## src/rtl/ccs_pkg.sv

```systemverilog
// Shared types and constants for the C comment stripper.
// Used by every module of the block; depends on nothing else.
package ccs_pkg;

  // Lexer states of the comment scanner.
  typedef enum logic [2:0] {
    ST_CODE     = 3'd0,
    ST_SLASH    = 3'd1,
    ST_STAR     = 3'd2,
    ST_COMMENT  = 3'd3,
    ST_CHR      = 3'd4,
    ST_STR      = 3'd5,
    ST_STR_ESC  = 3'd6,
    ST_CHR_ESC  = 3'd7
  } lex_state_t;

  // Input request and result word kinds.
  localparam logic REQ_BYTE = 1'b0;
  localparam logic REQ_END  = 1'b1;
  localparam logic KIND_TEXT   = 1'b0;
  localparam logic KIND_STATUS = 1'b1;

  // Characters the lexer looks for.
  localparam logic [7:0] CH_SLASH  = 8'h2F;
  localparam logic [7:0] CH_STAR   = 8'h2A;
  localparam logic [7:0] CH_SQUOTE = 8'h27;
  localparam logic [7:0] CH_DQUOTE = 8'h22;
  localparam logic [7:0] CH_BSLASH = 8'h5C;
  localparam logic [7:0] CH_NL     = 8'h0A;
  localparam logic [7:0] CH_SPACE  = 8'h20;

  // One queue entry: an optional leading text byte, then the main result.
  typedef struct packed {
    logic        has_pre;
    logic [7:0]  pre_byte;
    logic        main_kind;
    logic [7:0]  main_byte;
    logic        unterminated;
    logic [31:0] error_line;
  } ccs_entry_t;

  // State entered from plain code on a given byte.
  function automatic lex_state_t code_next(input logic [7:0] c);
    lex_state_t s;
    if (c == CH_SLASH) begin
      s = ST_SLASH;
    end else if (c == CH_SQUOTE) begin
      s = ST_CHR;
    end else if (c == CH_DQUOTE) begin
      s = ST_STR;
    end else begin
      s = ST_CODE;
    end
    return s;
  endfunction

endpackage

```

## src/rtl/c_comment_stripper_top.sv

```systemverilog
// C comment stripper: one input word per cycle, sustained while the queue is
// not full, when each word yields at most one result; a word with two results
// leaves as two output words, absorbed by the entry queue. A result is written
// to the entry queue when its word is accepted, then loaded into the output
// register. Rate is set by the output register draining one word per cycle
// unless out_stall holds it. Synchronous active-low reset returns the lexer to
// code state, the line count to one, and empties the queue and output register.
module c_comment_stripper_top #(
  parameter int LINE_BITS   = 32,
  parameter int QUEUE_DEPTH = 4
) (
  input  logic        clk,
  input  logic        rst_n,
  input  logic        in_valid,
  output logic        in_stall,
  input  logic        in_req_type,
  input  logic [7:0]  in_byte,
  output logic        out_valid,
  input  logic        out_stall,
  output logic        out_kind,
  output logic [7:0]  out_byte,
  output logic        out_unterminated,
  output logic [31:0] out_error_line,
  output logic        out_last
);

  ccs_pkg::ccs_entry_t wr_entry;
  ccs_pkg::ccs_entry_t head;
  logic q_push, q_pop, q_full, q_empty, in_accept;

  assign in_stall = q_full;

  // Lexer and classification.
  ccs_front #(.LINE_BITS(LINE_BITS)) u_front (
    .clk      (clk),
    .rst_n    (rst_n),
    .in_valid (in_valid),
    .req_type (in_req_type),
    .in_byte  (in_byte),
    .q_full   (q_full),
    .accept   (in_accept),
    .push     (q_push),
    .entry    (wr_entry)
  );

  // Decoupling queue.
  ccs_queue #(.DEPTH(QUEUE_DEPTH)) u_queue (
    .clk      (clk),
    .rst_n    (rst_n),
    .push     (q_push),
    .wr_entry (wr_entry),
    .pop      (q_pop),
    .head     (head),
    .full     (q_full),
    .empty    (q_empty)
  );

  // Result serializer.
  ccs_back u_back (
    .clk              (clk),
    .rst_n            (rst_n),
    .head             (head),
    .q_empty          (q_empty),
    .pop              (q_pop),
    .out_stall        (out_stall),
    .out_valid        (out_valid),
    .out_kind         (out_kind),
    .out_byte         (out_byte),
    .out_unterminated (out_unterminated),
    .out_error_line   (out_error_line),
    .out_last         (out_last)
  );

`ifndef SYNTHESIS
  // An entry is only pushed for a word that was actually accepted.
  a_push_accepted: assert property (@(posedge clk) disable iff (!rst_n)
    q_push |-> in_accept && !q_full)
    else $error("queue push without an accepted word");

  // A status word always closes the results of its input word.
  a_status_last: assert property (@(posedge clk) disable iff (!rst_n)
    out_valid && out_kind |-> out_last)
    else $error("status word not marked last");

  // Text words carry no status information.
  a_text_clean: assert property (@(posedge clk) disable iff (!rst_n)
    out_valid && !out_kind |-> !out_unterminated && out_error_line == 32'd0)
    else $error("text word with status fields set");

  // The second word of a pair follows right after the first is taken.
  a_pair_follows: assert property (@(posedge clk) disable iff (!rst_n)
    out_valid && !out_last && !out_stall |=> out_valid && out_last)
    else $error("second word of a pair missing");
`endif

endmodule

```

## src/rtl/ccs_front.sv

```systemverilog
// Front end of the comment stripper: lexer state, line counters, and
// translation of each accepted word into at most one queue entry. Uses ccs_pkg.
module ccs_front #(
  parameter int LINE_BITS = 32
) (
  input  logic                clk,
  input  logic                rst_n,
  input  logic                in_valid,
  input  logic                req_type,
  input  logic [7:0]          in_byte,
  input  logic                q_full,
  output logic                accept,
  output logic                push,
  output ccs_pkg::ccs_entry_t entry
);

  localparam logic [LINE_BITS-1:0] LINE_ONE = {{(LINE_BITS-1){1'b0}}, 1'b1};

  ccs_pkg::lex_state_t  state_r, state_nxt;
  logic [LINE_BITS-1:0] line_r, line_nxt;
  logic [LINE_BITS-1:0] cn_r, cn_nxt;

  logic [LINE_BITS:0]   close_sum;
  logic [LINE_BITS-1:0] close_line;
  logic [LINE_BITS-1:0] line_inc;
  logic [LINE_BITS-1:0] cn_inc;
  logic [31:0]          line_clip;
  logic                 case_emit;
  logic [7:0]           case_byte;
  logic                 emit_c;
  logic                 is_nl;

  assign accept = in_valid && !q_full;
  assign is_nl  = (in_byte == ccs_pkg::CH_NL);

  // Saturating line arithmetic.
  assign close_sum  = {1'b0, line_r} + {1'b0, cn_r};
  assign close_line = close_sum[LINE_BITS] ? '1 : close_sum[LINE_BITS-1:0];
  assign line_inc   = (&line_r) ? line_r : line_r + LINE_ONE;
  assign cn_inc     = (&cn_r) ? cn_r : cn_r + LINE_ONE;

  // Reported line is clipped to the 32-bit status field.
  generate
    if (LINE_BITS > 32) begin : g_clip_wide
      assign line_clip = (|line_r[LINE_BITS-1:32]) ? 32'hFFFF_FFFF : line_r[31:0];
    end else if (LINE_BITS == 32) begin : g_clip_same
      assign line_clip = line_r;
    end else begin : g_clip_narrow
      assign line_clip = {{(32-LINE_BITS){1'b0}}, line_r};
    end
  endgenerate

  // State and counter registers.
  always_ff @(posedge clk) begin
    if (!rst_n) begin
      state_r <= ccs_pkg::ST_CODE;
      line_r  <= LINE_ONE;
      cn_r    <= '0;
    end else begin
      state_r <= state_nxt;
      line_r  <= line_nxt;
      cn_r    <= cn_nxt;
    end
  end

  // Lexer next state and entry assembly.
  always_comb begin
    state_nxt = state_r;
    line_nxt  = line_r;
    cn_nxt    = cn_r;
    case_emit = 1'b0;
    case_byte = in_byte;
    emit_c    = 1'b0;
    push      = 1'b0;
    entry     = '0;
    if (accept) begin
      if (req_type == ccs_pkg::REQ_END) begin
        // Flush a held character, report status, and return to reset.
        if (state_r == ccs_pkg::ST_SLASH) begin
          entry.has_pre  = 1'b1;
          entry.pre_byte = ccs_pkg::CH_SLASH;
        end else if (state_r == ccs_pkg::ST_STR_ESC || state_r == ccs_pkg::ST_CHR_ESC) begin
          entry.has_pre  = 1'b1;
          entry.pre_byte = ccs_pkg::CH_BSLASH;
        end
        entry.main_kind = ccs_pkg::KIND_STATUS;
        if (state_r == ccs_pkg::ST_COMMENT || state_r == ccs_pkg::ST_STAR) begin
          entry.unterminated = 1'b1;
          entry.error_line   = line_clip;
        end
        push      = 1'b1;
        state_nxt = ccs_pkg::ST_CODE;
        line_nxt  = LINE_ONE;
        cn_nxt    = '0;
      end else begin
        unique case (state_r)
          ccs_pkg::ST_CODE: begin
            state_nxt = ccs_pkg::code_next(in_byte);
          end
          ccs_pkg::ST_SLASH: begin
            case_emit = 1'b1;
            if (in_byte == ccs_pkg::CH_STAR) begin
              case_byte = ccs_pkg::CH_SPACE;
              state_nxt = ccs_pkg::ST_COMMENT;
            end else begin
              case_byte = ccs_pkg::CH_SLASH;
              state_nxt = ccs_pkg::code_next(in_byte);
            end
          end
          ccs_pkg::ST_STAR: begin
            case_emit = is_nl;
            if (in_byte == ccs_pkg::CH_STAR) begin
              state_nxt = ccs_pkg::ST_STAR;
            end else if (in_byte == ccs_pkg::CH_SLASH) begin
              // Comment closes: fold its newlines into the line count.
              line_nxt  = close_line;
              cn_nxt    = '0;
              state_nxt = ccs_pkg::ST_CODE;
            end else begin
              state_nxt = ccs_pkg::ST_COMMENT;
            end
          end
          ccs_pkg::ST_COMMENT: begin
            case_emit = is_nl;
            state_nxt = (in_byte == ccs_pkg::CH_STAR) ? ccs_pkg::ST_STAR
                                                       : ccs_pkg::ST_COMMENT;
          end
          ccs_pkg::ST_CHR: begin
            if (in_byte == ccs_pkg::CH_BSLASH) begin
              state_nxt = ccs_pkg::ST_CHR_ESC;
            end else if (in_byte == ccs_pkg::CH_SQUOTE) begin
              state_nxt = ccs_pkg::ST_CODE;
            end else begin
              state_nxt = ccs_pkg::ST_CHR;
            end
          end
          ccs_pkg::ST_STR: begin
            if (in_byte == ccs_pkg::CH_BSLASH) begin
              state_nxt = ccs_pkg::ST_STR_ESC;
            end else if (in_byte == ccs_pkg::CH_DQUOTE) begin
              state_nxt = ccs_pkg::ST_CODE;
            end else begin
              state_nxt = ccs_pkg::ST_STR;
            end
          end
          ccs_pkg::ST_CHR_ESC: begin
            case_emit = 1'b1;
            case_byte = ccs_pkg::CH_BSLASH;
            state_nxt = ccs_pkg::ST_CHR;
          end
          ccs_pkg::ST_STR_ESC: begin
            case_emit = 1'b1;
            case_byte = ccs_pkg::CH_BSLASH;
            state_nxt = ccs_pkg::ST_STR;
          end
        endcase

        // Newlines count toward the line or, inside a comment, apart.
        if (is_nl) begin
          if (state_nxt != ccs_pkg::ST_COMMENT) begin
            line_nxt = line_inc;
          end else begin
            cn_nxt = cn_inc;
          end
        end

        // The byte itself passes through in code and literals.
        emit_c = (state_nxt == ccs_pkg::ST_CODE || state_nxt == ccs_pkg::ST_STR ||
                  state_nxt == ccs_pkg::ST_CHR) && (state_r != ccs_pkg::ST_STAR);

        entry.main_kind = ccs_pkg::KIND_TEXT;
        if (case_emit && emit_c) begin
          entry.has_pre   = 1'b1;
          entry.pre_byte  = case_byte;
          entry.main_byte = in_byte;
        end else if (case_emit) begin
          entry.main_byte = case_byte;
        end else begin
          entry.main_byte = in_byte;
        end
        push = case_emit || emit_c;
      end
    end
  end

endmodule

```

## src/rtl/ccs_queue.sv

```systemverilog
// Small flip-flop queue of result entries between lexer and output stage.
// Uses ccs_pkg for the entry type.
module ccs_queue #(
  parameter int DEPTH = 4
) (
  input  logic                clk,
  input  logic                rst_n,
  input  logic                push,
  input  ccs_pkg::ccs_entry_t wr_entry,
  input  logic                pop,
  output ccs_pkg::ccs_entry_t head,
  output logic                full,
  output logic                empty
);

  localparam int PW = $clog2(DEPTH);
  localparam int CW = $clog2(DEPTH + 1);
  localparam logic [PW-1:0] PTR_LAST = PW'(DEPTH - 1);
  localparam logic [PW-1:0] PTR_ONE  = PW'(1);
  localparam logic [CW-1:0] CNT_FULL = CW'(DEPTH);
  localparam logic [CW-1:0] CNT_ONE  = CW'(1);

  ccs_pkg::ccs_entry_t entries_r [DEPTH];
  logic [PW-1:0] wr_ptr_r, rd_ptr_r;
  logic [CW-1:0] count_r;
  logic          do_push, do_pop;

  assign full    = (count_r == CNT_FULL);
  assign empty   = (count_r == '0);
  assign do_push = push && !full;
  assign do_pop  = pop && !empty;
  assign head    = entries_r[rd_ptr_r];

  // Entry storage; no reset needed.
  always_ff @(posedge clk) begin
    if (do_push) begin
      entries_r[wr_ptr_r] <= wr_entry;
    end
  end

  // Pointers and fill count.
  always_ff @(posedge clk) begin
    if (!rst_n) begin
      wr_ptr_r <= '0;
      rd_ptr_r <= '0;
      count_r  <= '0;
    end else begin
      if (do_push) begin
        wr_ptr_r <= (wr_ptr_r == PTR_LAST) ? '0 : wr_ptr_r + PTR_ONE;
      end
      if (do_pop) begin
        rd_ptr_r <= (rd_ptr_r == PTR_LAST) ? '0 : rd_ptr_r + PTR_ONE;
      end
      if (do_push && !do_pop) begin
        count_r <= count_r + CNT_ONE;
      end else if (do_pop && !do_push) begin
        count_r <= count_r - CNT_ONE;
      end
    end
  end

endmodule

```

## src/rtl/ccs_back.sv

```systemverilog
// Output stage: unpacks queue entries into one or two result words and
// holds them in an output register. Uses ccs_pkg for the entry type.
module ccs_back (
  input  logic                clk,
  input  logic                rst_n,
  input  ccs_pkg::ccs_entry_t head,
  input  logic                q_empty,
  output logic                pop,
  input  logic                out_stall,
  output logic                out_valid,
  output logic                out_kind,
  output logic [7:0]          out_byte,
  output logic                out_unterminated,
  output logic [31:0]         out_error_line,
  output logic                out_last
);

  logic        valid_r;
  logic        pre_done_r;
  logic        kind_r;
  logic [7:0]  byte_r;
  logic        unt_r;
  logic [31:0] line_r;
  logic        last_r;
  logic        load;
  logic        send_pre;

  assign load     = !valid_r || !out_stall;
  assign send_pre = head.has_pre && !pre_done_r;
  assign pop      = load && !q_empty && !send_pre;

  // Valid flag and phase within the current entry.
  always_ff @(posedge clk) begin
    if (!rst_n) begin
      valid_r    <= 1'b0;
      pre_done_r <= 1'b0;
    end else if (load) begin
      valid_r <= !q_empty;
      if (!q_empty) begin
        pre_done_r <= send_pre;
      end
    end
  end

  // Result word register.
  always_ff @(posedge clk) begin
    if (load && !q_empty) begin
      if (send_pre) begin
        kind_r <= ccs_pkg::KIND_TEXT;
        byte_r <= head.pre_byte;
        unt_r  <= 1'b0;
        line_r <= '0;
        last_r <= 1'b0;
      end else begin
        kind_r <= head.main_kind;
        byte_r <= head.main_byte;
        unt_r  <= head.unterminated;
        line_r <= head.error_line;
        last_r <= 1'b1;
      end
    end
  end

  assign out_valid        = valid_r;
  assign out_kind         = kind_r;
  assign out_byte         = byte_r;
  assign out_unterminated = unt_r;
  assign out_error_line   = line_r;
  assign out_last         = last_r;

endmodule
```

## config.mk

```make
export PLATFORM = sky130hd
export DESIGN_NAME = c_comment_stripper_top
export DESIGN_NICKNAME = d
export VERILOG_FILES = /design/src/rtl/ccs_pkg.sv /design/src/rtl/c_comment_stripper_top.sv /design/src/rtl/ccs_front.sv /design/src/rtl/ccs_queue.sv /design/src/rtl/ccs_back.sv
export SDC_FILE = /design/constraint.sdc
export NUM_CORES = 1
export LEC_CHECK = 0
export ABC_AREA = 1
export BUFFER_PORTS_ARGS = -buffer_cell sky130_fd_sc_hd__buf_2
export CORE_AREA = 2 2 189 191
export CTS_CLUSTER_DIAMETER = 50
export DETAILED_ROUTE_END_ITERATION = 6
export DIE_AREA = 0 0 191 193
export PLACE_DENSITY = 0.67
export SETUP_SLACK_MARGIN = 0.3
export SYNTH_ARGS = -nofsm -noshare
export SYNTH_HDL_FRONTEND = slang
export SYNTH_SLANG_ARGS = --single-unit
```

## constraint.sdc

```tcl
create_clock -name clk -period 6 [get_ports clk]
set_input_delay 1.5 -clock clk [delete_from_list [all_inputs] [get_ports clk]]
set_output_delay 1.5 -clock clk [all_outputs]
set_load 0.02 [all_outputs]
```

==> reports/summary.txt <==
# H-tree levels = 2
GP Congestion = 1.009
Clock latency on the worst-skew pair = 0.53 ns
# IOs = 58
Die span in x = 191 um
DRC viols = 0
Final min period = 3.944 ns
Cts hold-fix bufs = 0
Logic gate share of total power = 25.6%
Vias in the first global route = 14220
Setup Skew = 0.02341 ns
Final Hold Viols = 0
Buffers inserted by post-CTS timing repair = 0
Worst-Margin Slew = 1.047 ns
Nets@finish = 2374
1st-pass router iterations = 6
Chip height = 193 um
Status = finished clean
Slew margin rel. = 30.21%
1st-iter DRT viols = 1465
Clock-pin transition on the worst setup and hold timing paths = 0.06 ns
Via count = 15313
Clk sinks = 325
Post-DP Area = 18870 um2
Worst vdd ir = 0.0004697 V
Critical path class = in2reg
Setup crit end kind = flip-flop
Sequential power share = 43.5%
Total Power = 6772 uW
Final setup vio count = 0
Hpwl dp = 33.77 mm
Critical path startpoint category = primary input
Clock Root Buffer = clkbuf_16
Yosys reg bits = 325
Synth warn = 0
Top_reg_cell synth = edfxtp_1
Sw power = 2245 uW
PortBufs = 57
Post-route ant nets = 0
Fraction of the cycle the final worst path needs = 65.73%
Standard-cell rows = 69
Internal power = 4527 uW
Grt ovf = 0
Unrepaired setup endpoints after global routing = false
Ys async rst share = 0%
Hold Path Origin = u_queue.count_r[2]$_SDFFE_PN0P_
Vias per cell = 5.461
Synth cell types = 49
Synthesized instance count = 2287
Area grow syn2layout = 9.446%
Reg2Reg Setup Slack = 2.68 ns
Critical Path RT = 6.20 ns
Initial Utilization = 52.24%
Post-detailed-routing wire length = 48.18 mm
Total of max-cap violations = 0
Reg2reg path depth = 14
Count of pins over their slew limit = 0
Synthesized area per cell = 7.987 um2
Total GRT Usage = 26.38%
Clock tree buffer depth = 3
Fill count = 3147
Die ar. = 36860 um2
Sequential-to-total area share from yosys stat = 49.15%
Avg WL per Cell = 17.18 um
Clock network power share = 30.9%
Switching Fraction = 33.15%
Mapped cell area = 18270 um2
Post-synth EDFFs = 247
Static Leak = 0.008089 uW
Hold Path Depth = 2
PwrDens = 338.8 nW/um2
Initial antenna violation count = 0
Setup TNS = 0 ns
First-pass GRT wire length = 75.96 mm
Critical R2R Capture = u_queue.count_r[2]$_SDFFE_PN0P_
CTS resizes = 0
Largest net degree at the start of global routing = 103
Hold EP = u_queue.count_r[2]$_SDFFE_PN0P_
FMAX = 0.2536 GHz
CTS tree = yes
Arr. time, crit path = 4.14 ns
Core area = 34960 um2
Critical path peak fanout = 23
CTS Buf Count = 36
Number of antenna diodes = 0
Layout cell share with drive strength beyond 1 = 8.365%
Hold Crit Class = reg2reg
Fin area = 19990 um2
-- worst max-delay path by stage --
stage | start | to | cells after the start
after floorplan | in_byte[4] | u_queue.entries_r[0][0]$_DFFE_PP_ | 11
after global routing | in_byte[4] | u_queue.count_r[2]$_SDFFE_PN0P_ | 19
after detailed placement | in_byte[4] | u_queue.entries_r[2][36]$_DFFE_PP_ | 13
after global placement | in_byte[7] | u_queue.entries_r[2][36]$_DFFE_PP_ | 11
final | in_byte[4] | u_queue.entries_r[2][14]$_DFFE_PP_ | 13
after CTS | in_byte[4] | u_queue.entries_r[2][14]$_DFFE_PP_ | 13
-- cells in the mapped netlist (all sizes together) (8+ instances only) --
library cell	instances	share of area, %
nor2	313	7.0
clkbuf	50	1.0
xor2	35	1.7
edfxtp	247	41
nand3b	8	0.33
nand4	25	0.94
o22ai	50	1.7
ha	40	2.7
nand3	127	3.7
o21ai	153	4.2
inv	279	5.8
nand2	634	13
a31oi	8	0.27
a21oi	127	3.8
xnor2	9	0.43
nor3	45	1.4
buf	30	1.2
dfxtp	78	8.5
-- cells in the final DEF (no fill, tap or decap), types with 16 or more instances in the layout --
cell type	n
a21oi_2	16
xor2_1	35
inv_1	269
edfxtp_1	247
nand3_1	122
nor3_1	41
ha_1	40
o22ai_1	50
dfxtp_1	77
nand4_1	24
buf_2	57
clkbuf_16	36
a21oi_1	111
o21ai_0	150
nor2_1	289
nand2_1	624
-- flip-flops by register name, summed over array words and instances (netlist names), named ones only --
signal / count
u_front.state_r: 3
u_back.pre_done_r: 1
u_queue.count_r: 3
u_queue.rd_ptr_r: 2
u_back.out_kind: 1
u_front.line_clip: 32
u_back.out_last: 1
u_front.cn_r: 32
u_back.out_valid: 1
u_back.out_unterminated: 1
u_queue.entries_r: 204
u_queue.wr_ptr_r: 2
u_back.out_error_line: 32
u_back.out_byte: 8
-- final cells by class --
type,instances,area [um2],area share (%)
well taps,461,576.8,2.885
clock buffers,47,962.2,4.813
multi-input cells,1604,7848,39.25
repair buffers,71,402.9,2.015
inverters,281,1066,5.332
flip-flops and latches,325,8980,44.92
clock inverters,15,156.4,0.7823
-- power groups by stage --
stage,sequential [uW],combinational (uW),clock (uW)
2_1_floorplan,3210,1010,0
3_3_place_gp,2980,1720,0
3_5_place_dp,2990,1740,0
4_1_cts,2950,1750,2130
5_1_grt,2980,1950,2220
6_report,2940,1730,2100
-- cells by family (layout without fill, tap and decap cells) --
group           Yosys count  in the layout  share of synthesized area [%]
other cells               1              4                        0.02053
compound gates          351            351                          10.54
xor+xnor                 44             44                          2.110
flops                   325            325                          49.15
buf+inv                 361            414                          8.110
simple gates           1163           1163                          27.10
fa+ha+maj                42             42                          2.959
-- metrics by stage --
stage	utilization (%)	setup slack [ns]	hold slack, ns	std cells
floorplan	-	0.7610	0.4601	2290
global placement	53.98	1.616	0.4889	2742
detailed placement	53.98	1.477	0.4943	2742
CTS	57.18	2.013	0.5042	2804
global route	57.18	1.754	0.5465	2804
finish	57.18	2.056	0.5033	2804
-- critical path, stage by stage --
cell and delay, ns:
buf_2 0.11, inv_1 0.08, nand2_1 0.09, nor2_4 0.24
nand2_1 0.14, o21ai_0 0.16, o211ai_1 0.13, nor2_1 0.15
nand2_1 0.07, nand2_1 0.13, nand2_1 0.27, nor2_4 0.65
buf_4 0.40
-- metal layers --
layer	vias to the layer above	GRT usage [%]	wire length [um]
li1	7586	-	-
met5	-	0	0
met4	0	10.91	1927
met1	7002	36.34	20860
met3	115	3.222	3393
met2	610	42.46	21990
Power figures use the tool's default switching activity.
